### src/rtl/kaf_pkg.sv
`default_nettype none
package kaf_pkg;

    localparam int COV_FRAC_BITS = 40;
    localparam int CFG_FRAC      = 24;
    localparam int CFG_SHL       = COV_FRAC_BITS - CFG_FRAC;
    localparam int COV_W         = 48;
    // dividend is |n| << COV_FRAC_BITS
    localparam int NUM_W         = COV_W + COV_FRAC_BITS;
    // remainder stays below |E| < 2^49
    localparam int REM_W         = 51;

    localparam logic [31:0] Q_ANGLE_RST = 32'd16777;
    localparam logic [31:0] Q_GYRO_RST  = 32'd83886;
    localparam logic [31:0] R_ANGLE_RST = 32'd8388608;
    localparam logic [31:0] DT_RST      = 32'd83886;

    localparam logic [1:0] CFG_Q_ANGLE = 2'd0;
    localparam logic [1:0] CFG_Q_GYRO  = 2'd1;
    localparam logic [1:0] CFG_R_ANGLE = 2'd2;
    localparam logic [1:0] CFG_DT      = 2'd3;

    typedef struct packed {
        logic               is_div;
        logic               shr_cov;   // shift by COV_FRAC_BITS, else by CFG_FRAC
        logic signed [63:0] a;
        logic signed [63:0] b;
    } t_arith_req;

    function automatic logic signed [47:0] sat48(input logic signed [64:0] v);
        logic [17:0] top;
        top = v[64:47];
        if ((&top) || !(|top)) begin
            return v[47:0];
        end else if (v[64]) begin
            return {1'b1, 47'd0};
        end else begin
            return {1'b0, {47{1'b1}}};
        end
    endfunction

    function automatic logic signed [31:0] sat32(input logic signed [64:0] v);
        logic [33:0] top;
        top = v[64:31];
        if ((&top) || !(|top)) begin
            return v[31:0];
        end else if (v[64]) begin
            return {1'b1, 31'd0};
        end else begin
            return {1'b0, {31{1'b1}}};
        end
    endfunction

endpackage
`default_nettype wire

### src/rtl/kaf_arith.sv
`default_nettype none
module kaf_arith
    import kaf_pkg::*;
(
    input  wire logic               i_clk,
    input  wire logic               i_rst_n,
    input  wire logic               i_start,
    input  wire t_arith_req         i_req,
    output logic                    o_done,
    output logic signed [63:0]      o_res
);

    localparam int CNT_W = $clog2(NUM_W);

    typedef enum logic [2:0] {A_IDLE, A_MUL, A_RND, A_DIV, A_DFIN} t_ast;

    t_ast                r_st;
    logic                r_neg;
    logic                r_shr_cov;
    logic [63:0]         r_ma;
    logic [63:0]         r_mb;
    logic [1:0]          r_idx;
    logic [127:0]        r_acc;
    logic [NUM_W-1:0]    r_num;
    logic [NUM_W-1:0]    r_q;
    logic [REM_W-1:0]    r_rem;
    logic [REM_W-1:0]    r_md;
    logic [CNT_W-1:0]    r_cnt;
    logic                r_done;
    logic signed [63:0]  r_res;

    logic [63:0]         abs_a;
    logic [63:0]         abs_b;
    logic [79:0]         part;
    logic [127:0]        part_sh;
    logic [127:0]        rnd;
    logic [127:0]        shd;
    logic [61:0]         mmag;
    logic [REM_W-1:0]    trial;
    logic                qb;
    logic [47:0]         dmag;

    always_comb begin
        abs_a   = i_req.a[63] ? 64'(-i_req.a) : 64'(i_req.a);
        abs_b   = i_req.b[63] ? 64'(-i_req.b) : 64'(i_req.b);
        part    = r_ma * r_mb[16*r_idx +: 16];
        part_sh = {48'd0, part} << (16 * r_idx);
        if (r_shr_cov) begin
            rnd = r_acc + (128'd1 << (COV_FRAC_BITS - 1));
            shd = rnd >> COV_FRAC_BITS;
        end else begin
            rnd = r_acc + (128'd1 << (CFG_FRAC - 1));
            shd = rnd >> CFG_FRAC;
        end
        if (|shd[127:61]) begin
            mmag = r_neg ? {1'b1, 61'd0} : {1'b0, {61{1'b1}}};
        end else begin
            mmag = shd[61:0];
        end
        trial = {r_rem[REM_W-2:0], r_num[NUM_W-1]};
        qb    = (trial >= r_md);
        // quotient clamp to the 48-bit signed range
        if (r_neg) begin
            dmag = (|r_q[NUM_W-1:47]) ? {1'b1, 47'd0} : r_q[47:0];
        end else begin
            dmag = (|r_q[NUM_W-1:47]) ? {1'b0, {47{1'b1}}} : r_q[47:0];
        end
    end

    always_ff @(posedge i_clk) begin
        if (!i_rst_n) begin
            r_st   <= A_IDLE;
            r_done <= 1'b0;
        end else begin
            r_done <= 1'b0;
            case (r_st)
                A_IDLE: begin
                    if (i_start) begin
                        r_neg     <= i_req.a[63] ^ i_req.b[63];
                        r_shr_cov <= i_req.shr_cov;
                        r_ma      <= abs_a;
                        r_mb      <= abs_b;
                        r_idx     <= 2'd0;
                        r_acc     <= '0;
                        r_num     <= {abs_a[COV_W-1:0], {COV_FRAC_BITS{1'b0}}};
                        r_md      <= abs_b[REM_W-1:0];
                        r_rem     <= '0;
                        r_q       <= '0;
                        r_cnt     <= '0;
                        r_st      <= i_req.is_div ? A_DIV : A_MUL;
                    end
                end
                A_MUL: begin
                    r_acc <= r_acc + part_sh;
                    r_idx <= r_idx + 2'd1;
                    if (r_idx == 2'd3) begin
                        r_st <= A_RND;
                    end
                end
                A_RND: begin
                    r_res  <= r_neg ? -$signed({2'b00, mmag}) : $signed({2'b00, mmag});
                    r_done <= 1'b1;
                    r_st   <= A_IDLE;
                end
                A_DIV: begin
                    r_rem <= qb ? trial - r_md : trial;
                    r_q   <= {r_q[NUM_W-2:0], qb};
                    r_num <= {r_num[NUM_W-2:0], 1'b0};
                    r_cnt <= r_cnt + 1'b1;
                    if (r_cnt == CNT_W'(NUM_W - 1)) begin
                        r_st <= A_DFIN;
                    end
                end
                A_DFIN: begin
                    r_res  <= r_neg ? -$signed({16'd0, dmag}) : $signed({16'd0, dmag});
                    r_done <= 1'b1;
                    r_st   <= A_IDLE;
                end
                default: r_st <= A_IDLE;
            endcase
        end
    end

    assign o_done = r_done;
    assign o_res  = r_res;

endmodule
`default_nettype wire

### config.mk
export PLATFORM = sky130hd
export DESIGN_NAME = kaf_arith
export DESIGN_NICKNAME = d
export VERILOG_FILES = /design/src/rtl/kaf_pkg.sv /design/src/rtl/kaf_arith.sv
export SDC_FILE = /design/constraint.sdc
export NUM_CORES = 2
export LEC_CHECK = 0
export ABC_CLOCK_PERIOD_IN_PS = 15410
export BUFFER_PORTS_ARGS = -buffer_cell sky130_fd_sc_hd__buf_2
export CAP_MARGIN = 25
export CORE_ASPECT_RATIO = 1.75
export CORE_MARGIN = 2
export CORE_UTILIZATION = 45
export CTS_CLUSTER_SIZE = 12
export DETAILED_ROUTE_END_ITERATION = 10
export GPL_TIMING_DRIVEN = 0
export PLACE_DENSITY = 0.72
export SKIP_CTS_REPAIR_TIMING = 1
export SYNTH_ARGS = -nofsm -noshare
export SYNTH_HDL_FRONTEND = slang
export SYNTH_SLANG_ARGS = --single-unit
### constraint.sdc
create_clock -name i_clk -period 15.41 [get_ports i_clk]
set_input_delay 1.541 -clock i_clk [delete_from_list [all_inputs] [get_ports i_clk]]
set_output_delay 1.541 -clock i_clk [all_outputs]
set_load 0.02 [all_outputs]
==> summary.md <==
| Metric | Value |
|---|---|
| Worst path bufs/invs | 10 |
| Reg-to-Reg End | r_acc[127]$_SDFFCE_PN0P_ |
| Drt pass-1 iters | 8 |
| WP data arrival | 15320 ps |
| # DRC | 0 |
| Synthesized net count | 9948 |
| PortBufs | between 150 and 200 |
| Most used DFF post-synth | edfxtp_1 |
| Final Wtd Congestion | 1.04 |
| Worst hold stages | 1 |
| FF-to-FF Start | r_idx[0]$_SDFFCE_PN0P_ |
| Post-synth EDFFs | 517 |
| CTS tree | yes |
| Total wire length | 291 mm |
| CP Launch Type | register |
| Clock root cell | clkbuf_16 |
| Tmin final | 14900 ps |
| R2R cell count | 49 |
| Highest clock rate | between 0.06 and 0.07 GHz |
| R2r setup slk | 510 ps |
| Worst-Margin Slew | 1170 ps |
| Biggest area consumer among synthesized cells | fa_1 |
| Leading post-synthesis cells by cell area | fa_1, edfxtp_1, nand2_1 |
| Fin. max-slew vios | 0 |
| Final period utilization | 0.967 |
| Most frequent cells after synthesis | nand2_1, inv_1, fa_1 |
| Rows | 196 |
| P&R area growth vs syn | 8.39% |
| Total CTS buffers | 56 |
| Crit. End Element | register |
| 1st-iter DRT viols | about 6500 |
| Outcome | completed |
| Global-route usage over all layers | 0.349 |
| Footprint of the multi-input gates | 52600 sq um |
| Final hold violations | 0 |
| Ys Warns | 0 |
| Sequential area share after synthesis | 0.211 |
| First-pass GRT wire length | approximately 430 mm |
| Effective utilization at floorplan | 0.453 |
| Layout cells sized above 1 | 0.0517 |
| Post-synth top area share | 0.235 |
| Worst-Skew Late Latency | 720 ps |
| Synthesized area per cell | 8.58 sq um |
| Final setup viols | 0 |
| Max H-tree Level | 2 |
| Clock slew at reported path FFs | roughly 60 ps |
| Hold_sp | r_num[68]$_DFFE_PP_ |
| Tightest Hold Check Type | reg2reg |
| Final HPWL DP | approximately 240 mm |
| Clock sink count | 521 |
| Storage cell area | 15600 sq um |
| Largest net degree at the start of global routing | 74 |
| Area of the core | ~160000 sq um |
| Hold EP | r_num[69]$_DFFE_PP_ |
| Most numerous cell in the Yosys netlist | nand2_1 |
| Slowest stage delay, CP | 780 ps |
| Die width | around 310 microns |
| Nets | 10200 |
| Wire per inst | 26.2 microns |
| Yosys cell types | 95 |
| MaxCap Viol Count | 0 |
| Vias/cell | roughly 6 |
| Critical Path RT | 15820 ps |
| Chip Height | 540 microns |
| Fill cells | 15600 |
| Final clock skew | 73.0 ps |
| Die area | roughly 170000 sq um |
| Vias | 66900 |
| Worst slew margin | 0.220 |
| Vias in the first global route | 69000 |
| Crit-path slowest cell | clkbuf_1 |
| Util after Layout | 0.491 |
| Seq cells post-synth | 521 |
| GR Overflow Total | 0 |
| Max Fanout on Critical Path | 10 |
| CP most frequent cell | fa_1 |
| Cell area after synthesis | 73900 sq um |
| CP Class | reg2reg |
| Top Ports | 198 |
| Max clock buf depth | 3 |
| Ys async rst share | 0 |
| Routed Antenna Nets | 0 |
| CP delay by family, top | compound AO/OA/AOI/OAI gates |
| Crit path from | r_idx[0]$_SDFFCE_PN0P_ |
| Initial antenna violation count | 28 |
| Mapped Cells | 8609 |
[logic make-up (layout without fill, tap and decap cells)]
logic type      Yosys count  count (layout)  synth area share
flops                   521             521             0.211
fa+ha+maj              1206            1206             0.292
simple gates           3195            3195             0.207
mux                     132             132            0.0208
buf+inv                1530            1856            0.0781
xor+xnor                543             543            0.0644
other cells               0              17                 0
compound gates         1482            1482             0.126
[sequential cells by signal, summed over array words and instances (netlist names)]
name       count
r_acc        128
r_rem         50
r_ma          64
r_mb          64
o_done         1
o_res         64
r_shr_cov      1
r_idx          2
r_cnt          7
r_neg          1
r_st           3
r_num         48
r_q           88
[final cells by class]
type                    count  share of cell area
multi-input cells        6558               0.656
inverters                1072              0.0502
flip-flops and latches    521               0.195
diodes                     17            0.000531
well taps                2178              0.0340
clock inverters            25             0.00361
repair buffers            245              0.0207
clock buffers              62              0.0178
plain buffers             452              0.0220
[layout by cell type, fill, tap and decap left out, types with 62 or more instances in the layout]
cell type / netlist / routed
clkbuf_1: 423 / 392
o31ai_1: 62 / 62
and2_1: 476 / 475
o21ai_0: 329 / 327
edfxtp_1: 517 / 517
nand3_1: 179 / 179
a21o_1: 177 / 175
buf_2: 12 / 215
a21oi_1: 469 / 469
fa_1: 868 / 868
nor2_1: 724 / 723
nor3_1: 129 / 129
xnor2_1: 377 / 377
xor2_1: 166 / 166
ha_1: 338 / 338
nand4_1: 138 / 138
mux2i_1: 102 / 102
and3_1: 73 / 72
inv_1: 1070 / 1070
nand2_1: 1127 / 1127
[worst max-delay path by stage]
stage	to	cells past startpoint
CTS	r_acc[127]$_SDFFCE_PN0P_	50
global placement	r_acc[127]$_SDFFCE_PN0P_	49
global route	r_acc[127]$_SDFFCE_PN0P_	50
detailed placement	r_acc[127]$_SDFFCE_PN0P_	50
floorplan	r_acc[127]$_SDFFCE_PN0P_	47
finish	r_acc[127]$_SDFFCE_PN0P_	49
[per-stage QoR]
stage                     hold WS, ps  cells  worst slack (ps)  instance area, sq um  setup TNS, ps
after global routing              561  11100             -19.8                 80100          -19.8
after CTS                         551  11100              -993                 79700          -5090
final                             549  11100               505                 80100              0
after floorplan                   525   8609              3310                 73900              0
after detailed placement          537  11000              -950                 78000          -4110
after global placement            529  11000              -960                 77600          -4730
[metal layers]
layer / up-vias / part of all wire / GRT usage
met5: - / 0.00032 / 0
met4: 14 / 0.13 / 0.355
met3: 1484 / 0.081 / 0.0740
met2: 3656 / 0.47 / 0.573
met1: 32500 / 0.32 / 0.360
li1: 29200 / - / -
Power is left out: the tool's default activity adds up to more than one toggle a clock period on the data nets, which glitch-free logic cannot reach.
